### src/sv/ild_pkg.sv
// Shared types, constants and helpers for the instruction length decoder.
`timescale 1ns / 1ps
package ild_pkg;

    localparam int WINDOW_BYTES = 15;
    localparam int LIMIT_BYTES = (WINDOW_BYTES < 15) ? WINDOW_BYTES : 15;
    localparam int WIN_BITS = 120;
    localparam int SCAN_STAGES = 4;
    localparam int HOPS_PER_STAGE = 4;

    localparam logic [4:0] LIMIT_POS = 5'(LIMIT_BYTES);

    localparam logic [7:0] BYTE_ESC = 8'h0f;
    localparam logic [7:0] BYTE_ESC_38 = 8'h38;
    localparam logic [7:0] BYTE_ESC_3A = 8'h3a;
    localparam logic [7:0] BYTE_VEX3 = 8'hc4;
    localparam logic [7:0] BYTE_XOP = 8'h8f;
    localparam logic [7:0] BYTE_VEX2 = 8'hc5;
    localparam logic [7:0] XOP_SEL_MASK = 8'h18;
    localparam logic [7:0] RIP_MASK = 8'hc7;
    localparam logic [3:0] REX_HI = 4'h4;
    localparam logic [7:0] BYTE_NOP = 8'h90;
    localparam logic [7:0] BYTE_NOPL = 8'h1f;

    localparam logic [1:0] ERR_NONE = 2'd0;
    localparam logic [1:0] ERR_OVERRUN = 2'd1;
    localparam logic [1:0] ERR_MAP = 2'd2;

    localparam logic [2:0] CLS_OTHER = 3'd0;
    localparam logic [2:0] CLS_NOP = 3'd1;
    localparam logic [2:0] CLS_JCC = 3'd2;
    localparam logic [2:0] CLS_JMP = 3'd3;
    localparam logic [2:0] CLS_CALL = 3'd4;
    localparam logic [2:0] CLS_LEA = 3'd5;

    typedef struct packed {
        logic [WIN_BITS-1:0] window;
        logic [4:0]  pos;
        logic [10:0] pfx;
        logic [7:0]  rv;
        logic [3:0]  vvvv;
        logic [4:0]  map;
        logic        vx;
        logic        ovf;
        logic        done;
    } scan_t;

    typedef struct packed {
        logic [WIN_BITS-1:0] window;
        logic [4:0]  pos;
        logic [7:0]  op;
        logic [4:0]  map;
        logic [10:0] pfx;
        logic [7:0]  rv;
        logic [3:0]  vvvv;
        logic        ovf;
        logic [1:0]  err;
    } opc_t;

    typedef struct packed {
        logic [4:0]  pos;
        logic [7:0]  op;
        logic [4:0]  map;
        logic [10:0] pfx;
        logic [7:0]  rv;
        logic [3:0]  vvvv;
        logic        ovf;
        logic [1:0]  err;
        logic [3:0]  disp;
        logic [3:0]  imm;
        logic        pic;
        logic [1:0]  form;
        logic [7:0]  modrm;
    } opnd_t;

    typedef struct packed {
        logic [3:0]  insn_length;
        logic [7:0]  opcode_byte;
        logic [4:0]  opcode_map;
        logic [10:0] prefix_mask;
        logic [7:0]  rex_vex_mask;
        logic [3:0]  extra_register;
        logic [1:0]  modrm_form;
        logic [3:0]  disp_bytes;
        logic [3:0]  imm_bytes;
        logic        rip_relative;
        logic [2:0]  insn_class;
        logic [1:0]  error_code;
    } result_t;

    // byte at a position; positions past the window read as zero
    function automatic logic [7:0] win_byte(input logic [WIN_BITS-1:0] w,
                                            input logic [4:0] p);
        logic [7:0] b;
        b = 8'h00;
        if (p < LIMIT_POS)
        begin
            b = w[{p[3:0], 3'b000} +: 8];
        end
        return b;
    endfunction

    // one step of the REX / VEX / XOP scan
    function automatic scan_t scan_hop(input scan_t s);
        scan_t n;
        logic [7:0] b;
        logic [7:0] b1;
        logic [7:0] b2;
        logic [7:0] last;
        logic [4:0] p1;
        logic [4:0] p2;
        logic vex;
        n = s;
        last = 8'h00;
        vex = 1'b0;
        p1 = s.pos + 5'd1;
        p2 = s.pos + 5'd2;
        b = win_byte(s.window, s.pos);
        b1 = win_byte(s.window, p1);
        b2 = win_byte(s.window, p2);
        if (!s.done && !s.ovf)
        begin
            if (s.pos >= LIMIT_POS)
            begin
                n.ovf = 1'b1;
                n.done = 1'b1;
            end
            else if (b[7:4] == REX_HI)
            begin
                n.rv = {s.rv[7], b[0], b[1], b[2], b[3], s.rv[2:1], 1'b1};
                n.pos = p1;
            end
            else if (b == BYTE_XOP && p1 >= LIMIT_POS)
            begin
                n.ovf = 1'b1;
                n.done = 1'b1;
            end
            else if (b == BYTE_VEX3 || (b == BYTE_XOP && (b1 & XOP_SEL_MASK) != 8'h00))
            begin
                vex = 1'b1;
                n.ovf = (p2 >= LIMIT_POS);
                n.rv[6:3] = {~b1[5], ~b1[6], ~b1[7], b2[7]};
                if (b == BYTE_VEX3)
                begin
                    n.rv[1] = 1'b1;
                end
                else
                begin
                    n.rv[2] = 1'b1;
                end
                n.map = b1[4:0];
                last = b2;
                n.pos = s.pos + 5'd3;
            end
            else if (b == BYTE_VEX2)
            begin
                vex = 1'b1;
                n.ovf = (p1 >= LIMIT_POS);
                n.rv[1] = 1'b1;
                n.rv[4] = ~b1[7];
                n.map = 5'd1;
                last = b1;
                n.pos = p2;
            end
            else
            begin
                n.done = 1'b1;
            end
            if (vex)
            begin
                n.vx = 1'b1;
                n.vvvv = ~last[6:3];
                n.rv[7] = last[2];
                case (last[1:0])
                    2'd1: n.pfx[9] = 1'b1;
                    2'd2: n.pfx[2] = 1'b1;
                    2'd3: n.pfx[1] = 1'b1;
                    default: n.pfx = n.pfx;
                endcase
                if (n.ovf)
                begin
                    n.done = 1'b1;
                end
            end
        end
        return n;
    endfunction

endpackage

### src/sv/ild_prefix.sv
// Legacy prefix scan stage.
`timescale 1ns / 1ps
module ild_prefix
    import ild_pkg::*;
(
    input  logic                clk,
    input  logic                rst_n,
    input  logic                in_valid,
    output logic                in_ready,
    input  logic [WIN_BITS-1:0] window,
    output logic                out_valid,
    input  logic                out_ready,
    output scan_t               out_data
);

    logic  valid_reg;
    scan_t data_reg;
    scan_t data_next;

    function automatic logic [11:0] prefix_code(input logic [7:0] b);
        logic [11:0] c;
        case (b)
            8'hf0: c = {1'b1, 11'h001};
            8'hf2: c = {1'b1, 11'h002};
            8'hf3: c = {1'b1, 11'h004};
            8'h26: c = {1'b1, 11'h008};
            8'h2e: c = {1'b1, 11'h010};
            8'h36: c = {1'b1, 11'h020};
            8'h3e: c = {1'b1, 11'h040};
            8'h64: c = {1'b1, 11'h080};
            8'h65: c = {1'b1, 11'h100};
            8'h66: c = {1'b1, 11'h200};
            8'h67: c = {1'b1, 11'h400};
            default: c = 12'h000;
        endcase
        return c;
    endfunction

    always_comb
    begin
        logic found;
        logic [11:0] pc;
        data_next = '0;
        data_next.window = window;
        data_next.pos = LIMIT_POS;
        found = 1'b0;
        for (int i = 0; i < LIMIT_BYTES; i++)
        begin
            pc = prefix_code(window[8*i +: 8]);
            if (!found)
            begin
                if (pc[11])
                begin
                    data_next.pfx = data_next.pfx | pc[10:0];
                end
                else
                begin
                    found = 1'b1;
                    data_next.pos = 5'(i);
                end
            end
        end
    end

    assign in_ready = !valid_reg || out_ready;
    assign out_valid = valid_reg;
    assign out_data = data_reg;

    always_ff @(posedge clk or negedge rst_n)
    begin
        if (!rst_n)
        begin
            valid_reg <= 1'b0;
        end
        else if (in_ready)
        begin
            valid_reg <= in_valid;
        end
    end

    always_ff @(posedge clk)
    begin
        if (in_ready && in_valid)
        begin
            data_reg <= data_next;
        end
    end

endmodule

### config.mk
export PLATFORM = sky130hd
export DESIGN_NAME = ild_prefix
export DESIGN_NICKNAME = d
export VERILOG_FILES = /design/src/sv/ild_pkg.sv /design/src/sv/ild_prefix.sv
export SDC_FILE = /design/constraint.sdc
export NUM_CORES = 1
export LEC_CHECK = 0
export BUFFER_PORTS_ARGS = -buffer_cell sky130_fd_sc_hd__buf_4
export CAP_MARGIN = 0
export CORE_MARGIN = 2
export CORE_UTILIZATION = 25
export CTS_CLUSTER_DIAMETER = 200
export CTS_CLUSTER_SIZE = 40
export DETAILED_ROUTE_END_ITERATION = 16
export PLACE_DENSITY = 0.46
export SLEW_MARGIN = 10
export SYNTH_ARGS = -nofsm -noshare
export SYNTH_HDL_FRONTEND = slang
export SYNTH_SLANG_ARGS = --single-unit
export TNS_END_PERCENT = 5
### constraint.sdc
create_clock -name clk -period 6.8 [get_ports clk]
set_clock_uncertainty 0.15 [all_clocks]
set_input_delay 0.34 -clock clk [delete_from_list [all_inputs] [get_ports clk]]
set_output_delay 0.34 -clock clk [all_outputs]
set_load 0.05 [all_outputs]
==> flow_summary_export.csv <==
group,metric,value,unit
detailed_routing,wl,28700,um
detailed_routing,dr.first_iter.drc_count,581,
floorplan,rows,63,
detailed_routing,drcViolationCount,0,
synth,synth-main-ff-cell,"edfxtp_1",
pwr,power_density,206,nW/um^2
floorplan,initial_core_util,25.5,%
setup_path,cp.arrival,3500,ps
detailed_routing,drtAntennaViolNets,0,
layout,ff_latch_area,4080,um^2
detailed_routing,avgRoutedWirePerCell,19.5,um
floorplan,dieArea,31900,um^2
grt,grt_pass1_wl,42800,um
setup_path,required,6940,ps
grt,gr-total-overflow,0,
floorplan,die_h,178,um
pwr,peakVddDrop,122,uV
setup_path,end_kind,"flip-flop",
worst_hold_path,min_path_type,"input port to flip-flop",
layout,layout_common_cells,"buf_4, edfxtp_1, dlygate4sd3_1, nand2_1, nor2_1",
grt,grt_pass1_vias,7245,
floorplan,core_region_area,29800,um^2
synth,synthArstFlopShare,0.735,%
synth,netlist_area,7610,um^2
synth,synth_edf_count,135,
setup_path,worst_setup_path_start_kind,"input port",
timing,period_share,49.4,%
place,finalWeightedCongestion,0.858,
clock_network,clk_pin_slew_worst_paths,60,ps
synth,synth.avg_cell_area,11.2,um^2
setup_path,path_class,"input port to flip-flop",
pwr,power.leakage,4.40,nW
timing,fmax,0.298,GHz
timing,timing.final.crit_period,3360,ps
grt,grt_antenna_before_repair,0,
clock_network,cts_buffers,17,
layout,drive_gt1_share,30.2,%
layout,final_area,11700,um^2
clock_network,worstSkewPairLatency,430,ps
place,dpl.hpwl,22000,um
layout,final_common_cell,"buf_4",
clock_network,htreeDepth,4,
timing,setup_viol,0,
layout,syn_to_final_growth,53.2,%
timing,slew_headroom,28.8,%
timing,hold_viol_final,0,
clock_network,tritoncts,"done",
clock_network,root_buffer,"clkbuf_16",
timing,rsz0062_at_grt,"false",
setup_path,critPathMaxFanout,23,
synth,seq_area_frac_synth,53.6,%
floorplan,die_width,178,um
synth,syn_inst,682,
synth,synth_warnings,0,
clock_network,cts_sinks,136,
outcome,status,"completed",
place,dpl_cell_area,9890,um^2
clock_network,cts_max_path_buffers,2,
clock_network,post-cts-setup-buffers,0,
synth,synth_seq_cells,136,
detailed_routing,via_count,7280,
synth,yosys.cell_types.count,85,
layout,nFillCells,2947,
layout,antennaDiodeCount,0,
layout,nets,1193,
timing,tightest_slew,1070,ps
detailed_routing,dr.pass1.iters,5,
timing,whs,19.9,ps
place,numPortBuffers,260,
detailed_routing,vias_per_cell,4.95,
grt,grt_max_degree,80,
timing,tns,0,ps
layout,multi_input_area,3260,um^2
clock_network,cts_resized,0,
timing,slew_violations,0,
floorplan,io_pins,282,
grt,grt_usage,17.9,%
flow_run,max_cap_viol_count,0,
[synthesized netlist by cell type (4+ instances only)]
library cell,number,area [um^2]
o21ai_0,16,80.1
a41oi_1,5,43.8
edfxtp_1,135,4050
nor2_1,42,158
and2_1,13,81.3
or3_1,12,75.1
nand4b_1,6,52.6
nor3_1,29,145
a32o_1,7,70.1
inv_1,27,101
nand2_1,55,206
nand3_1,29,145
a221oi_1,5,43.8
nor3b_1,11,82.6
o221ai_1,6,52.6
a21oi_1,11,55.1
and3b_1,8,70.1
nand3b_1,12,90.1
nor2b_1,14,87.6
or3b_2,4,35.0
buf_2,4,20.0
o22ai_1,15,93.8
nand2b_1,39,244
a32oi_1,11,96.3
or2_2,5,31.3
o32ai_1,9,78.8
nand4_1,14,87.6
a31oi_1,8,50.1
nor4_1,20,125
a22oi_1,6,45.0
a2111oi_0,7,61.3
nor4b_1,4,35.0
buf_4,22,165
[flip-flops by register name, summed over array words and instances, names as in the netlist]
name,count
out_valid,1
out_data,135
[kinds of logic after synthesis]
| logic type | share of synthesized area (%) |
|---|---|
| buffers and inverters | 4.62 |
| and+or+nand+nor | 28.1 |
| other | 0.0493 |
| AOI/OAI and AO/OA | 13.6 |
| DFF | 53.6 |
[critical path, stage by stage]
cell and delay (ps):
dlygate4sd3_1 540, buf_4 160, nand2b_1 180, nor3_1 290, a221o_1 650, nand4_4 510, nor4_1 550, or3_1 170
nand3b_1 110
[power by group]
| group | switching, mW | total, mW | internal [mW] | leakage (nW) |
|---|---|---|---|---|
| logic | 0.316 | 0.486 | 0.170 | 2.82 |
| registers | 0.0123 | 0.988 | 0.976 | 1.30 |
| clock network | 0.390 | 0.930 | 0.540 | 0.273 |
| total | 0.718 | 2.40 | 1.69 | 4.40 |
[layout make-up]
type                            instances  share of cell area, %
Sequential cell                       136                   35.0
Clock inverter                         14                   1.31
Multi-Input combinational cell        506                   27.9
Timing Repair Buffer                  381                   27.1
Tap cell                              390                   4.18
Inverter                               27                  0.869
Clock buffer                           17                   3.65
[repair_timing]
action | in CTS | in global routing
endpoints found under the hold margin | 119 | 0
hold buffers | 119 | 0
endpoints found under the setup margin | 0 | 0
[metal layers]
| metal | GRT usage [%] | routed length (um) | up-vias |
|---|---|---|---|
| met5 | 0 | 0 | - |
| met4 | 6.47 | 620 | 0 |
| met3 | 3.67 | 1970 | 27 |
| met2 | 29.6 | 13700 | 292 |
| met1 | 23.1 | 12400 | 3504 |
| li1 | - | - | 3457 |
[through the flow]
step                total power, mW  setup slack (ps)  std cells  utilization (%)
floorplan                      1.27              1900        702                -
global placement               1.44              3600       1321             33.2
detailed placement             1.44              3580       1321             33.2
CTS                            2.44              3490       1471             39.1
global route                   2.50              3260       1471             39.1
finish                         2.40              3440       1471             39.1
[final timing paths]
check | from | to | slack (ps) | cells past startpoint
setup / recovery | window[8] | out_data[21] | 3440 | 9
hold / removal | window[68] | out_data[104] | 20 | 1
setup reg to reg | out_valid | out_data[63] | 4090 | 3
hold reg to reg | out_valid | out_valid | 390 | 2
max in group asynchronous | rst_n | out_valid | 6350 | 2
min in group asynchronous | rst_n | out_valid | 70 | 2
Power figures use the tool's default switching activity.
