## src/sv/ild_pkg.sv

```systemverilog
// Shared types, constants and helpers for the instruction length decoder.
`timescale 1ns / 1ps
package ild_pkg;

    localparam int WINDOW_BYTES = 15;
    localparam int LIMIT_BYTES = (WINDOW_BYTES < 15) ? WINDOW_BYTES : 15;
    localparam int WIN_BITS = 120;
    localparam int SCAN_STAGES = 4;
    localparam int HOPS_PER_STAGE = 4;

    localparam logic [4:0] LIMIT_POS = 5'(LIMIT_BYTES);

    localparam logic [7:0] BYTE_ESC = 8'h0f;
    localparam logic [7:0] BYTE_ESC_38 = 8'h38;
    localparam logic [7:0] BYTE_ESC_3A = 8'h3a;
    localparam logic [7:0] BYTE_VEX3 = 8'hc4;
    localparam logic [7:0] BYTE_XOP = 8'h8f;
    localparam logic [7:0] BYTE_VEX2 = 8'hc5;
    localparam logic [7:0] XOP_SEL_MASK = 8'h18;
    localparam logic [7:0] RIP_MASK = 8'hc7;
    localparam logic [3:0] REX_HI = 4'h4;
    localparam logic [7:0] BYTE_NOP = 8'h90;
    localparam logic [7:0] BYTE_NOPL = 8'h1f;

    localparam logic [1:0] ERR_NONE = 2'd0;
    localparam logic [1:0] ERR_OVERRUN = 2'd1;
    localparam logic [1:0] ERR_MAP = 2'd2;

    localparam logic [2:0] CLS_OTHER = 3'd0;
    localparam logic [2:0] CLS_NOP = 3'd1;
    localparam logic [2:0] CLS_JCC = 3'd2;
    localparam logic [2:0] CLS_JMP = 3'd3;
    localparam logic [2:0] CLS_CALL = 3'd4;
    localparam logic [2:0] CLS_LEA = 3'd5;

    typedef struct packed {
        logic [WIN_BITS-1:0] window;
        logic [4:0]  pos;
        logic [10:0] pfx;
        logic [7:0]  rv;
        logic [3:0]  vvvv;
        logic [4:0]  map;
        logic        vx;
        logic        ovf;
        logic        done;
    } scan_t;

    typedef struct packed {
        logic [WIN_BITS-1:0] window;
        logic [4:0]  pos;
        logic [7:0]  op;
        logic [4:0]  map;
        logic [10:0] pfx;
        logic [7:0]  rv;
        logic [3:0]  vvvv;
        logic        ovf;
        logic [1:0]  err;
    } opc_t;

    typedef struct packed {
        logic [4:0]  pos;
        logic [7:0]  op;
        logic [4:0]  map;
        logic [10:0] pfx;
        logic [7:0]  rv;
        logic [3:0]  vvvv;
        logic        ovf;
        logic [1:0]  err;
        logic [3:0]  disp;
        logic [3:0]  imm;
        logic        pic;
        logic [1:0]  form;
        logic [7:0]  modrm;
    } opnd_t;

    typedef struct packed {
        logic [3:0]  insn_length;
        logic [7:0]  opcode_byte;
        logic [4:0]  opcode_map;
        logic [10:0] prefix_mask;
        logic [7:0]  rex_vex_mask;
        logic [3:0]  extra_register;
        logic [1:0]  modrm_form;
        logic [3:0]  disp_bytes;
        logic [3:0]  imm_bytes;
        logic        rip_relative;
        logic [2:0]  insn_class;
        logic [1:0]  error_code;
    } result_t;

    // byte at a position; positions past the window read as zero
    function automatic logic [7:0] win_byte(input logic [WIN_BITS-1:0] w,
                                            input logic [4:0] p);
        logic [7:0] b;
        b = 8'h00;
        if (p < LIMIT_POS)
        begin
            b = w[{p[3:0], 3'b000} +: 8];
        end
        return b;
    endfunction

    // one step of the REX / VEX / XOP scan
    function automatic scan_t scan_hop(input scan_t s);
        scan_t n;
        logic [7:0] b;
        logic [7:0] b1;
        logic [7:0] b2;
        logic [7:0] last;
        logic [4:0] p1;
        logic [4:0] p2;
        logic vex;
        n = s;
        last = 8'h00;
        vex = 1'b0;
        p1 = s.pos + 5'd1;
        p2 = s.pos + 5'd2;
        b = win_byte(s.window, s.pos);
        b1 = win_byte(s.window, p1);
        b2 = win_byte(s.window, p2);
        if (!s.done && !s.ovf)
        begin
            if (s.pos >= LIMIT_POS)
            begin
                n.ovf = 1'b1;
                n.done = 1'b1;
            end
            else if (b[7:4] == REX_HI)
            begin
                n.rv = {s.rv[7], b[0], b[1], b[2], b[3], s.rv[2:1], 1'b1};
                n.pos = p1;
            end
            else if (b == BYTE_XOP && p1 >= LIMIT_POS)
            begin
                n.ovf = 1'b1;
                n.done = 1'b1;
            end
            else if (b == BYTE_VEX3 || (b == BYTE_XOP && (b1 & XOP_SEL_MASK) != 8'h00))
            begin
                vex = 1'b1;
                n.ovf = (p2 >= LIMIT_POS);
                n.rv[6:3] = {~b1[5], ~b1[6], ~b1[7], b2[7]};
                if (b == BYTE_VEX3)
                begin
                    n.rv[1] = 1'b1;
                end
                else
                begin
                    n.rv[2] = 1'b1;
                end
                n.map = b1[4:0];
                last = b2;
                n.pos = s.pos + 5'd3;
            end
            else if (b == BYTE_VEX2)
            begin
                vex = 1'b1;
                n.ovf = (p1 >= LIMIT_POS);
                n.rv[1] = 1'b1;
                n.rv[4] = ~b1[7];
                n.map = 5'd1;
                last = b1;
                n.pos = p2;
            end
            else
            begin
                n.done = 1'b1;
            end
            if (vex)
            begin
                n.vx = 1'b1;
                n.vvvv = ~last[6:3];
                n.rv[7] = last[2];
                case (last[1:0])
                    2'd1: n.pfx[9] = 1'b1;
                    2'd2: n.pfx[2] = 1'b1;
                    2'd3: n.pfx[1] = 1'b1;
                    default: n.pfx = n.pfx;
                endcase
                if (n.ovf)
                begin
                    n.done = 1'b1;
                end
            end
        end
        return n;
    endfunction

endpackage

```

## src/sv/ild_classify.sv

```systemverilog
// Final length, window check, class and output register.
`timescale 1ns / 1ps
module ild_classify
    import ild_pkg::*;
(
    input  logic    clk,
    input  logic    rst_n,
    input  logic    in_valid,
    output logic    in_ready,
    input  opnd_t   in_data,
    output logic    out_valid,
    input  logic    out_ready,
    output result_t out_data
);

    logic    valid_reg;
    result_t data_reg;
    result_t data_next;

    always_comb
    begin
        logic [5:0] total;
        logic [1:0] err;
        logic [3:0] len;
        logic [2:0] cls;
        logic map0;
        logic map1;
        total = 6'(in_data.pos) + 6'(in_data.disp) + 6'(in_data.imm);
        len = total[3:0];
        map0 = (in_data.map == 5'd0);
        map1 = (in_data.map == 5'd1);
        err = in_data.err;
        if (err == ERR_NONE && (in_data.ovf || total > 6'(LIMIT_BYTES)))
        begin
            err = ERR_OVERRUN;
        end
        if (in_data.op == BYTE_NOP &&
            (len == 4'd1 || (len == 4'd2 && in_data.pfx[9])))
            cls = CLS_NOP;
        else if (in_data.op == BYTE_NOPL && map1)
            cls = CLS_NOP;
        else if (in_data.pic && map0 && in_data.op[7:4] == 4'h7)
            cls = CLS_JCC;
        else if (in_data.pic && map0 && (in_data.op == 8'he9 || in_data.op == 8'heb))
            cls = CLS_JMP;
        else if (in_data.pic && map1 && in_data.op[7:4] == 4'h8)
            cls = CLS_JCC;
        else if (map0 && (in_data.op == 8'he8 ||
                 (in_data.op == 8'hff && in_data.modrm[5:4] == 2'd1)))
            cls = CLS_CALL;
        else if (map0 && in_data.op == 8'h8d)
            cls = CLS_LEA;
        else
            cls = CLS_OTHER;
        data_next = '0;
        data_next.error_code = err;
        if (err == ERR_NONE)
        begin
            data_next.insn_length = len;
            data_next.opcode_byte = in_data.op;
            data_next.opcode_map = in_data.map;
            data_next.prefix_mask = in_data.pfx;
            data_next.rex_vex_mask = in_data.rv;
            data_next.extra_register = in_data.vvvv;
            data_next.modrm_form = in_data.form;
            data_next.disp_bytes = in_data.disp;
            data_next.imm_bytes = in_data.imm;
            data_next.rip_relative = in_data.pic;
            data_next.insn_class = cls;
        end
    end

    assign in_ready = !valid_reg || out_ready;
    assign out_valid = valid_reg;
    assign out_data = data_reg;

    always_ff @(posedge clk or negedge rst_n)
    begin
        if (!rst_n)
        begin
            valid_reg <= 1'b0;
        end
        else if (in_ready)
        begin
            valid_reg <= in_valid;
        end
    end

    always_ff @(posedge clk)
    begin
        if (in_ready && in_valid)
        begin
            data_reg <= data_next;
        end
    end

endmodule

```

## config.mk

```make
export PLATFORM = sky130hd
export DESIGN_NAME = ild_classify
export DESIGN_NICKNAME = d
export VERILOG_FILES = /design/src/sv/ild_pkg.sv /design/src/sv/ild_classify.sv
export SDC_FILE = /design/constraint.sdc
export NUM_CORES = 1
export LEC_CHECK = 0
export BUFFER_PORTS_ARGS = -buffer_cell sky130_fd_sc_hd__buf_2
export CAP_MARGIN = 20
export CORE_AREA = 2 2 99 63
export DETAILED_ROUTE_END_ITERATION = 10
export DIE_AREA = 0 0 101 65
export GPL_TIMING_DRIVEN = 1
export PLACE_DENSITY = 0.82
export REMOVE_ABC_BUFFERS = 1
export SYNTH_ARGS = -nofsm -noshare
export SYNTH_HDL_FRONTEND = slang
export SYNTH_SLANG_ARGS = --single-unit
export TNS_END_PERCENT = 20
```

## constraint.sdc

```tcl
create_clock -name clk -period 3.1 [get_ports clk]
set_input_delay 0 -clock clk [delete_from_list [all_inputs] [get_ports clk]]
set_output_delay 0 -clock clk [all_outputs]
set_load 0.02 [all_outputs]
```

==> impl_metrics.csv <==
group,metric,value,unit
synth,synth-compound-area-share,0.0399,
synth,synth_common_cells,"edfxtp_1, and2_1, inv_1",
min_path,min_path_cells,2,
worst_setup_path,timing.rr.end,"out_data[42]$_SDFFCE_PP0P_",
clocking,cts.path.max_buffers,2,
floorplan,core,0.00578,mm2
worst_setup_path,reg2reg_depth,3,
floorplan,io_pins,125,
synth,synth_top_family_by_area,"simple AND/OR/NAND/NOR gates",
sta,finalCriticalPeriod,2910,ps
place,dpl.hpwl,3.86,mm
global_route,grt_start_max_net_pins,42,
synth,yosys-top-cells-area,"edfxtp_1, and2_1, fa_1",
layout,nFillCells,426,
worst_setup_path,r2r-start,"out_valid$_DFFE_PN0N_",
global_route,grt_pass1_wl,9.36,mm
synth,syn_inst,173,
global_route,grtUsageMet1,0.237,
clocking,htree_levels,3,
global_route,antenna_found_initial,0,
sta,setup_violations,0,
synth,synthArstFlopShare,0.0175,
power,total_power,1820,uW
power,powerDensity,472,mW/mm2
power,ir_worst_vdd,0.251,mV
synth,synth-adder-area-share,0.0592,
sta,relSlewSlack,0.661,
synth,synthXorXnorAreaFrac,0.00345,
synth,synth_mux_area_frac,0,
synth,synth_top_area_share,0.663,
route,first_iter_violations,56,
sta,setup_slack,187,ps
synth,yosys.area_share.simple,0.203,
sta,fin_skew,4.06,ps
synth,synth_edf_count,56,
synth,ys_types,33,
layout,multi_input_area,777,um2
synth,synth_ff_type,"edfxtp_1",
global_route,grt_usage,0.192,
global_route,grt_most_used_layer,"met2",
clocking,clkLatencyLatePin,330,ps
route,routed_wl,6.05,mm
min_path,hp-start,"in_data[10]",
sta,finalSetupTns,0,ps
synth,ys_seq_area_frac,0.673,
place,port_buffers,118,
floorplan,die_h,65,um
route,ant_nets,0,
min_path,min_to,"out_data[5]$_SDFFCE_PP0P_",
run,maxCapViolCount,0,
power,p_leak,0.00170,uW
global_route,grt_use_met2,0.319,
global_route,grt_pass1_vias,1959,
global_route,grt_use_met3,0.0701,
worst_setup_path,path_max_fanout,26,
sta,final-max-slew-violation-count,0,
synth,ys_warn_count,0,
worst_setup_path,worstSetupStartpointType,"input pin",
synth,synth-seq-cells,57,
global_route,grt.overflow.total,0,
sta,timing.fmax,343,MHz
status,status,"completed",
place,dp_slack,433,ps
min_path,hp-class,"input pin to register",
sta,hold_violations,0,
synth,yosys.cell_count.top_type,"edfxtp_1",
layout,area_delta_synth_final,52.4,%
sta,tightest_slew,508,ps
clocking,clkTransAtPathRegs,70,ps
route,drc,0,
route,detail_route.wl_per_cell,14.3,um
route,num_vias,1979,
route,routed_via_density,4.69,
synth,syn_area,0.00254,mm2
place,gp_congestion,0.837,
floorplan,start_util,0.439,
layout,drive_gt1_frac,0.400,
worst_setup_path,crit_type,"input pin to register",
synth,avgSynthCellArea,14.7,um2
layout,final-seq-area,0.00171,mm2
clocking,numClockSinks,57,
worst_setup_path,r2r_slack,1320,ps
floorplan,die_w,101,um
synth,synth_top_area_cell,"edfxtp_1",
clocking,numCtsBuffers,9,
route,drt_pass1_iterations,4,
layout,antennaDiodeCount,0,
layout,final_nets,422,
worst_setup_path,critPathRequiredTime,3290,ps
clocking,ctsRootBufferMaster,"clkbuf_8",
sta,period_share,0.940,
floorplan,die-area,0.00657,mm2
clocking,cts_tree,"built",
floorplan,fp-row-count,22,
sta,rsz0062_at_grt,"no",
worst_setup_path,endpoint_kind,"register",
worst_setup_path,critPathArrivalTime,3100,ps
## worst max-delay path, cell delays in order
cell	delay, ps
dlygate4sd3_1	530
buf_2	110
inv_1	50
fa_1	530
inv_1	40
ha_1	230
fa_1	420
nand4b_1	270
a2111oi_4	410
buf_4	180
buf_6	170
and2_1	160
## repair_timing
action,CTS,global route
buffers inserted,0,2
hold buffers,45,0
setup endpoints to repair,0,26
gates resized for setup,0,1
hold endpoints to repair,43,0
## sequential cells by signal, summed over array words and instances, names as in the netlist
| name | cells |
|---|---|
| out_valid | 1 |
| out_data | 56 |
## worst max path at each step
| stage | end | slack (ps) | start | cells after the start |
|---|---|---|---|---|
| floorplan | out_data[4]$_SDFFCE_PP0P_ | 160 | in_data[12] | 8 |
| global placement | out_data[37]$_SDFFCE_PP0P_ | 450 | in_data[12] | 10 |
| detailed placement | out_data[55]$_SDFFCE_PP0P_ | 430 | in_data[12] | 10 |
| CTS | out_data[37]$_SDFFCE_PP0P_ | 190 | in_data[12] | 11 |
| global route | out_data[25]$_SDFFCE_PP0P_ | 10 | in_data[12] | 12 |
| finish | out_data[37]$_SDFFCE_PP0P_ | 190 | in_data[12] | 12 |
## layout by cell type, fill, tap and decap left out, types with 2 or more instances in the layout
master / instances
a21o_1: 2
and2_1: 50
buf_2: 118
buf_4: 4
clkbuf_8: 9
clkinv_2: 2
dlygate4sd3_1: 45
edfxtp_1: 56
fa_1: 5
ha_1: 4
inv_1: 7
nand2_1: 4
nand2b_1: 3
nand3b_1: 2
nand4b_1: 2
nor2_1: 2
nor3_1: 3
nor4_1: 5
o21a_1: 2
or3_1: 2
or4_1: 2
## power breakdown
part           total [uW]  internal (uW)  switching [uW]
clock network         643            362             281
registers             894            885            8.91
logic                 287            132             155
total                1820           1380             445
## logic make-up after synthesis
| logic type | count (synthesis) |
|---|---|
| XOR/XNOR | 1 |
| adder cells (fa/ha/maj) | 9 |
| AND/OR/NAND/NOR | 82 |
| flip-flops | 57 |
| buffers and inverters | 13 |
| AO/OA/AOI/OAI | 11 |
## cell type report
class	instances	share of cell area
clock inverters	6	0.0155
repair buffers	168	0.280
well taps	72	0.0233
clock buffers	9	0.0320
flip-flops and latches	57	0.441
multi-input cells	103	0.201
inverters	7	0.00680
## layer usage
| layer | wire length [um] | part of all wire |
|---|---|---|
| met5 | 0 | 0 |
| met2 | 2960 | 0.49 |
| met1 | 2580 | 0.43 |
| met4 | 40 | 0.0066 |
| met3 | 470 | 0.078 |
## stage by stage
step                instances   util  cell area (um2)  hold WS [ps]
detailed placement        360  0.556             3210          -219
floorplan                 167      -             2510          -296
CTS                       420  0.666             3850         0.377
global placement          360  0.556             3210          -225
finish                    422  0.669             3870          13.3
global route              422  0.669             3870          1.30
No activity file was read; power rests on OpenSTA's default activity.
