## src/sv/ild_pkg.sv

```systemverilog
// Shared types, constants and helpers for the instruction length decoder.
`timescale 1ns / 1ps
package ild_pkg;

    localparam int WINDOW_BYTES = 15;
    localparam int LIMIT_BYTES = (WINDOW_BYTES < 15) ? WINDOW_BYTES : 15;
    localparam int WIN_BITS = 120;
    localparam int SCAN_STAGES = 4;
    localparam int HOPS_PER_STAGE = 4;

    localparam logic [4:0] LIMIT_POS = 5'(LIMIT_BYTES);

    localparam logic [7:0] BYTE_ESC = 8'h0f;
    localparam logic [7:0] BYTE_ESC_38 = 8'h38;
    localparam logic [7:0] BYTE_ESC_3A = 8'h3a;
    localparam logic [7:0] BYTE_VEX3 = 8'hc4;
    localparam logic [7:0] BYTE_XOP = 8'h8f;
    localparam logic [7:0] BYTE_VEX2 = 8'hc5;
    localparam logic [7:0] XOP_SEL_MASK = 8'h18;
    localparam logic [7:0] RIP_MASK = 8'hc7;
    localparam logic [3:0] REX_HI = 4'h4;
    localparam logic [7:0] BYTE_NOP = 8'h90;
    localparam logic [7:0] BYTE_NOPL = 8'h1f;

    localparam logic [1:0] ERR_NONE = 2'd0;
    localparam logic [1:0] ERR_OVERRUN = 2'd1;
    localparam logic [1:0] ERR_MAP = 2'd2;

    localparam logic [2:0] CLS_OTHER = 3'd0;
    localparam logic [2:0] CLS_NOP = 3'd1;
    localparam logic [2:0] CLS_JCC = 3'd2;
    localparam logic [2:0] CLS_JMP = 3'd3;
    localparam logic [2:0] CLS_CALL = 3'd4;
    localparam logic [2:0] CLS_LEA = 3'd5;

    typedef struct packed {
        logic [WIN_BITS-1:0] window;
        logic [4:0]  pos;
        logic [10:0] pfx;
        logic [7:0]  rv;
        logic [3:0]  vvvv;
        logic [4:0]  map;
        logic        vx;
        logic        ovf;
        logic        done;
    } scan_t;

    typedef struct packed {
        logic [WIN_BITS-1:0] window;
        logic [4:0]  pos;
        logic [7:0]  op;
        logic [4:0]  map;
        logic [10:0] pfx;
        logic [7:0]  rv;
        logic [3:0]  vvvv;
        logic        ovf;
        logic [1:0]  err;
    } opc_t;

    typedef struct packed {
        logic [4:0]  pos;
        logic [7:0]  op;
        logic [4:0]  map;
        logic [10:0] pfx;
        logic [7:0]  rv;
        logic [3:0]  vvvv;
        logic        ovf;
        logic [1:0]  err;
        logic [3:0]  disp;
        logic [3:0]  imm;
        logic        pic;
        logic [1:0]  form;
        logic [7:0]  modrm;
    } opnd_t;

    typedef struct packed {
        logic [3:0]  insn_length;
        logic [7:0]  opcode_byte;
        logic [4:0]  opcode_map;
        logic [10:0] prefix_mask;
        logic [7:0]  rex_vex_mask;
        logic [3:0]  extra_register;
        logic [1:0]  modrm_form;
        logic [3:0]  disp_bytes;
        logic [3:0]  imm_bytes;
        logic        rip_relative;
        logic [2:0]  insn_class;
        logic [1:0]  error_code;
    } result_t;

    // byte at a position; positions past the window read as zero
    function automatic logic [7:0] win_byte(input logic [WIN_BITS-1:0] w,
                                            input logic [4:0] p);
        logic [7:0] b;
        b = 8'h00;
        if (p < LIMIT_POS)
        begin
            b = w[{p[3:0], 3'b000} +: 8];
        end
        return b;
    endfunction

    // one step of the REX / VEX / XOP scan
    function automatic scan_t scan_hop(input scan_t s);
        scan_t n;
        logic [7:0] b;
        logic [7:0] b1;
        logic [7:0] b2;
        logic [7:0] last;
        logic [4:0] p1;
        logic [4:0] p2;
        logic vex;
        n = s;
        last = 8'h00;
        vex = 1'b0;
        p1 = s.pos + 5'd1;
        p2 = s.pos + 5'd2;
        b = win_byte(s.window, s.pos);
        b1 = win_byte(s.window, p1);
        b2 = win_byte(s.window, p2);
        if (!s.done && !s.ovf)
        begin
            if (s.pos >= LIMIT_POS)
            begin
                n.ovf = 1'b1;
                n.done = 1'b1;
            end
            else if (b[7:4] == REX_HI)
            begin
                n.rv = {s.rv[7], b[0], b[1], b[2], b[3], s.rv[2:1], 1'b1};
                n.pos = p1;
            end
            else if (b == BYTE_XOP && p1 >= LIMIT_POS)
            begin
                n.ovf = 1'b1;
                n.done = 1'b1;
            end
            else if (b == BYTE_VEX3 || (b == BYTE_XOP && (b1 & XOP_SEL_MASK) != 8'h00))
            begin
                vex = 1'b1;
                n.ovf = (p2 >= LIMIT_POS);
                n.rv[6:3] = {~b1[5], ~b1[6], ~b1[7], b2[7]};
                if (b == BYTE_VEX3)
                begin
                    n.rv[1] = 1'b1;
                end
                else
                begin
                    n.rv[2] = 1'b1;
                end
                n.map = b1[4:0];
                last = b2;
                n.pos = s.pos + 5'd3;
            end
            else if (b == BYTE_VEX2)
            begin
                vex = 1'b1;
                n.ovf = (p1 >= LIMIT_POS);
                n.rv[1] = 1'b1;
                n.rv[4] = ~b1[7];
                n.map = 5'd1;
                last = b1;
                n.pos = p2;
            end
            else
            begin
                n.done = 1'b1;
            end
            if (vex)
            begin
                n.vx = 1'b1;
                n.vvvv = ~last[6:3];
                n.rv[7] = last[2];
                case (last[1:0])
                    2'd1: n.pfx[9] = 1'b1;
                    2'd2: n.pfx[2] = 1'b1;
                    2'd3: n.pfx[1] = 1'b1;
                    default: n.pfx = n.pfx;
                endcase
                if (n.ovf)
                begin
                    n.done = 1'b1;
                end
            end
        end
        return n;
    endfunction

endpackage

```

## src/sv/ild_operand.sv

```systemverilog
// Opcode tables, ModRM and SIB decode.
`timescale 1ns / 1ps
module ild_operand
    import ild_pkg::*;
(
    input  logic  clk,
    input  logic  rst_n,
    input  logic  in_valid,
    output logic  in_ready,
    input  opc_t  in_data,
    output logic  out_valid,
    input  logic  out_ready,
    output opnd_t out_data
);

    logic  valid_reg;
    opnd_t data_reg;
    opnd_t data_next;

    always_comb
    begin
        logic [7:0] op;
        logic [3:0] lo;
        logic [3:0] zs;
        logic [3:0] s;
        logic [7:0] m;
        logic [7:0] sb;
        logic [4:0] p;
        logic hm;
        logic sib;
        logic ov;
        logic [3:0] disp;
        logic [3:0] imm;
        logic pic;
        logic [1:0] form;
        op = in_data.op;
        lo = op[3:0];
        zs = in_data.pfx[9] ? 4'd2 : 4'd4;
        s = 4'd0;
        p = in_data.pos;
        m = win_byte(in_data.window, p);
        sb = win_byte(in_data.window, p + 5'd1);
        hm = 1'b0;
        sib = 1'b0;
        ov = 1'b0;
        disp = 4'd0;
        imm = 4'd0;
        pic = 1'b0;
        form = 2'd0;
        case (in_data.map)
            5'd0:
            begin
                case (op[7:4])
                    4'h0, 4'h1, 4'h2, 4'h3:
                    begin
                        if (!op[2]) hm = 1'b1;
                        else if (op[2:0] == 3'd4) imm = 4'd1;
                        else if (op[2:0] == 3'd5) imm = zs;
                    end
                    4'h6:
                    begin
                        hm = (op == 8'h63);
                        if (op[3:2] == 2'd2)
                        begin
                            imm = op[1] ? 4'd1 : zs;
                            if (op[0]) hm = 1'b1;
                        end
                    end
                    4'h7:
                    begin
                        pic = 1'b1;
                        disp = 4'd1;
                    end
                    4'h8:
                    begin
                        hm = 1'b1;
                        if (op[3:2] == 2'd0) imm = (lo != 4'd1) ? 4'd1 : zs;
                    end
                    4'ha:
                    begin
                        if (op[3:2] == 2'd0) disp = in_data.pfx[10] ? 4'd4 : 4'd8;
                        else if (op[3:1] == 3'd4) imm = op[0] ? zs : 4'd1;
                    end
                    4'hb:
                    begin
                        imm = !op[3] ? 4'd1 : (in_data.rv[3] ? 4'd8 : zs);
                    end
                    4'hc:
                    begin
                        hm = !op[3] && (op[2:1] != 2'd1);
                        case (lo)
                            4'd0, 4'd1, 4'd6, 4'd13: imm = 4'd1;
                            4'd2, 4'd10: imm = 4'd2;
                            4'd7: imm = zs;
                            4'd8:
                            begin
                                disp = 4'd2;
                                imm = 4'd1;
                            end
                            default: imm = 4'd0;
                        endcase
                    end
                    4'hd:
                    begin
                        hm = (op[3:2] == 2'd0) || op[3];
                        if (op[3:1] == 3'd2) imm = 4'd1;
                    end
                    4'he:
                    begin
                        if (!op[3] || lo == 4'hb) s = 4'd1;
                        else if (op[3:1] == 3'd4) s = 4'd4;
                        if (s != 4'd0)
                        begin
                            if (!op[2])
                            begin
                                disp = s;
                                pic = 1'b1;
                            end
                            else
                            begin
                                imm = s;
                            end
                        end
                    end
                    4'hf:
                    begin
                        if (op[2:1] == 2'd3)
                        begin
                            hm = 1'b1;
                            if (!op[3] && m[5:3] == 3'd0) imm = op[0] ? zs : 4'd1;
                        end
                    end
                    default: hm = 1'b0;
                endcase
            end
            5'd1:
            begin
                case (op[7:4])
                    4'h0: hm = (lo < 4'd4) || (lo == 4'd13);
                    4'h3: hm = 1'b0;
                    4'h7:
                    begin
                        hm = (lo != 4'd7);
                        if (lo < 4'd4) imm = 4'd1;
                    end
                    4'h8:
                    begin
                        disp = 4'd4;
                        pic = 1'b1;
                    end
                    4'ha:
                    begin
                        hm = (op[2:0] >= 3'd3);
                        if (op[2:0] == 3'd4) imm = 4'd1;
                    end
                    4'hb:
                    begin
                        hm = 1'b1;
                        if (lo == 4'ha) imm = 4'd1;
                    end
                    4'hc:
                    begin
                        if (!op[3])
                        begin
                            hm = 1'b1;
                            if (op[2:0] == 3'd2 || op[2:0] == 3'd4 ||
                                op[2:0] == 3'd5 || op[2:0] == 3'd6)
                            begin
                                imm = 4'd1;
                            end
                        end
                    end
                    default: hm = 1'b1;
                endcase
            end
            5'd2: hm = 1'b1;
            default:
            begin
                hm = 1'b1;
                imm = 4'd1;
            end
        endcase
        if (hm)
        begin
            ov = (p >= LIMIT_POS);
            form = 2'd1;
            if ((m & RIP_MASK) == 8'h05)
            begin
                pic = 1'b1;
                disp = 4'd4;
                p = p + 5'd1;
            end
            else
            begin
                sib = (m[7:6] != 2'd3) && (m[2:0] == 3'd4);
                if (sib)
                begin
                    ov = ov || ((p + 5'd1) >= LIMIT_POS);
                    form = 2'd2;
                    p = p + 5'd2;
                end
                else
                begin
                    p = p + 5'd1;
                end
                case (m[7:6])
                    2'd0: if (sib && sb[2:0] == 3'd5) disp = 4'd4;
                    2'd1: disp = 4'd1;
                    2'd2: disp = 4'd4;
                    default: disp = disp;
                endcase
            end
        end
        data_next.pos = p;
        data_next.op = in_data.op;
        data_next.map = in_data.map;
        data_next.pfx = in_data.pfx;
        data_next.rv = in_data.rv;
        data_next.vvvv = in_data.vvvv;
        data_next.ovf = in_data.ovf || ov;
        data_next.err = in_data.err;
        data_next.disp = disp;
        data_next.imm = imm;
        data_next.pic = pic;
        data_next.form = form;
        data_next.modrm = hm ? m : 8'h00;
    end

    assign in_ready = !valid_reg || out_ready;
    assign out_valid = valid_reg;
    assign out_data = data_reg;

    always_ff @(posedge clk or negedge rst_n)
    begin
        if (!rst_n)
        begin
            valid_reg <= 1'b0;
        end
        else if (in_ready)
        begin
            valid_reg <= in_valid;
        end
    end

    always_ff @(posedge clk)
    begin
        if (in_ready && in_valid)
        begin
            data_reg <= data_next;
        end
    end

endmodule

```

## config.mk

```make
export PLATFORM = sky130hd
export DESIGN_NAME = ild_operand
export DESIGN_NICKNAME = d
export VERILOG_FILES = /design/src/sv/ild_pkg.sv /design/src/sv/ild_operand.sv
export SDC_FILE = /design/constraint.sdc
export NUM_CORES = 1
export LEC_CHECK = 0
export ABC_AREA = 1
export BUFFER_PORTS_ARGS = -buffer_cell sky130_fd_sc_hd__buf_2
export CAP_MARGIN = 30
export CORE_MARGIN = 1
export CORE_UTILIZATION = 30
export DETAILED_ROUTE_END_ITERATION = 8
export GPL_TIMING_DRIVEN = 1
export HOLD_SLACK_MARGIN = 0.15
export PLACE_DENSITY = 0.64
export SYNTH_ARGS = -nofsm -noshare
export SYNTH_HDL_FRONTEND = slang
export SYNTH_SLANG_ARGS = --single-unit
```

## constraint.sdc

```tcl
create_clock -name clk -period 7.42 [get_ports clk]
set_clock_uncertainty 0.1 [all_clocks]
set_input_delay 0.371 -clock clk [delete_from_list [all_inputs] [get_ports clk]]
set_output_delay 0.371 -clock clk [all_outputs]
set_load 0.05 [all_outputs]
```

==> impl_results.md <==
- Status: completed
- Synthesis Warnings: 0
- Syn avg cell area: 6.92 µm²
- Vias in the first global route: 5099
- GPL Wtd Cong: 0.927
- Worst setup SP type: primary input
- Hold Path Class: in -> reg
- Crit Path Class: in -> reg
- Final setup TNS: 0 ps
- Vert. Die Dim: 126 µm
- Final setup violation count: 0
- Maxcap violations: 0
- Max incr delay on CP: 530 ps
- Max-slew violation count: 0
- Post-CTS resize count: 0
- Syn Inst Count: 665
- Net count, final: 1087
- Worst setup EP type: flop
- Via count: 5232
- LEAKAGE: 3.32 nW
- Chip width: 126 µm
- CTS H-tree depth: 3
- Post-Synthesis Cell Area: 4600 µm²
- CP Data Required Time: 7400 ps
- Worst Tran Pin Value: 795 ps
- DPL Wire Length: 11.2 mm
- Relative slew slack: 47.0%
- Io pins: 233
- DRC viols: 0
- EDFF count, synth: 63
- Hold Buf Count CTS: 30
- Commonest non-fill, non-tap cell in the layout: buf_2
- Top delay family on crit path: buffers and inverters
- #FFs+latches synth: 64
- Diodes inserted: 0
- Sequential area share after synthesis: 41.7%
- Initial Util: 31.2%
- IO buf count: 232
- Share of cells above drive strength 1: 29.6%
- Initial antenna violation count: 0
- CTS Buf Count: 9
- Final min period: 2940 ps
- # placed instances: 1058
- Post-synth top flop: edfxtp_1
- Power Density: 176 nW/µm²
- Global-route wire length before repair: 24.2 mm
- Clk_lat worst skew: 320 ps
- TritonRoute pass-1 iters: 5
- Fmax: 340 MHz
- Initial DRC Count: 287
- CTS Sinks: 64
- Clock transition at path regs: 50 ps
- Die ar.: 15800 µm²
- Layout Area Growth over Synthesis: 40.7%
- Vias per Instance: 4.74
- Largest net degree at the start of global routing: 69
- # rows: 44
- Asr flop ratio synth: 1.56%
- Final hold vios: 0
- Wirelength, routed: 14.9 mm
- Syn_nets: 837
- Worst EP arrival: 2920 ps
- Number of buffers and inverters on the critical path: 5
- Global route overflow: 0
- Post-layout util: 43.9%
- Slowest stage cell, crit path: buf_4
- Crit-path cells: buf_2 > buf_4 > inv_2 > buf_12 > ha_1 > inv_1 > nand2_1 > nor2_1 > a21oi_1 > a21oi_1 > nor2_1 > nor2_1 > nand3_1 > nand2_1 > nand2_1 > a21oi_1
- Yosys cell types: 37
- Root Buffer: clkbuf_16
- Fill count: 1530
- Critical path peak fanout: 68
- CTS max path bufs: 2
- VDD IR-drop max: 0.0782 mV
- Mean routed wirelength per cell: 13.5 µm
- CTS tree: done
- Fin cells: 1104
- RSZ-0062 raised after global routing: false
- Antenna Nets Post-Route: 0
- Most frequent cells in the layout: buf_2 (232), nand2_1 (217), nor2_1 (83)
- Core ar.: 14800 µm²
- GRT Resource Usage Total: 19.0%
- Period utilization: 39.7%
- Post-CTS Repair Setup Buffers: 0
-- registers in the layout, indices dropped and copies added (netlist names) --
signal / cells
out_data: 63
out_valid: 1
-- tightest hold or removal path, stage by stage --
cell and delay (ps):
buf_2 70, inv_1 60, nand2_1 70
-- per-layer routing --
layer  GRT usage, %  vias up  part of all wire (%)  routed length [µm]
met4           6.17        0                   1.5                 223
met1           23.8     2283                    43                6370
met2           33.0      272                    47                7040
met3           3.44       21                   8.2                1210
met5              0        -                     0                   0
li1               -     2656                     -                   -
-- kinds of logic after synthesis --
| logic type | synth area share (%) |
|---|---|
| AO/OA/AOI/OAI | 7.86 |
| XOR/XNOR | 0.761 |
| adder cells (fa/ha/maj) | 1.09 |
| buffers and inverters | 11.3 |
| flip-flops | 41.7 |
| AND/OR/NAND/NOR | 37.4 |
-- power breakdown --
group / internal [mW] / switching, mW / leakage, nW
clock: 0.259 / 0.152 / 0.143
combinational: 0.0982 / 0.204 / 2.56
sequential: 0.424 / 0.00489 / 0.614
total: 0.782 / 0.361 / 3.32
-- final cells by class --
type | instances | area, µm² | share of cell area, %
inverters | 94 | 355 | 5.49
multi-input cells | 481 | 2180 | 33.6
clock buffers | 9 | 225 | 3.48
clock inverters | 7 | 72.6 | 1.12
well taps | 184 | 230 | 3.56
flip-flops and latches | 64 | 1920 | 29.6
repair buffers | 265 | 1500 | 23.1
-- synthesized netlist by cell type, types with 6 or more instances --
| master | number | area [µm²] |
|---|---|---|
| a21oi_1 | 11 | 55.1 |
| edfxtp_1 | 63 | 1890 |
| nand2_1 | 217 | 815 |
| buf_4 | 6 | 45.0 |
| nor3_1 | 10 | 50.1 |
| nor2_1 | 83 | 312 |
| o21ai_0 | 21 | 105 |
| buf_2 | 11 | 55.1 |
| inv_1 | 79 | 297 |
| inv_2 | 11 | 41.3 |
| nand4_1 | 13 | 81.3 |
| nand3_1 | 71 | 355 |
| o21ai_1 | 22 | 110 |
-- final timing paths --
path / startpoint / to / slack [ps] / cells after the start
worst max-delay path: in_data[39] / out_data[17] / 4480 / 16
worst min-delay path: in_valid / out_valid / 180 / 3
worst max register to register: out_valid / out_data[55] / 5710 / 2
worst min register to register: out_valid / out_valid / 480 / 2
max in group asynchronous: rst_n / out_valid / 6890 / 2
min in group asynchronous: rst_n / out_valid / 250 / 2
-- stage by stage --
stage          setup slack [ps]  hold WS (ps)  power (mW)  instance area [µm²]
5_1_grt                    4080           185        1.20                 6470
3_5_place_dp               4150          48.2       0.725                 5880
2_1_floorplan              3080         -24.6       0.629                 4600
3_3_place_gp               3960          46.1       0.723                 5860
6_report                   4480           184        1.14                 6470
4_1_cts                    4490           169        1.15                 6470
Note: power is estimated with default switching activity, not from simulation.
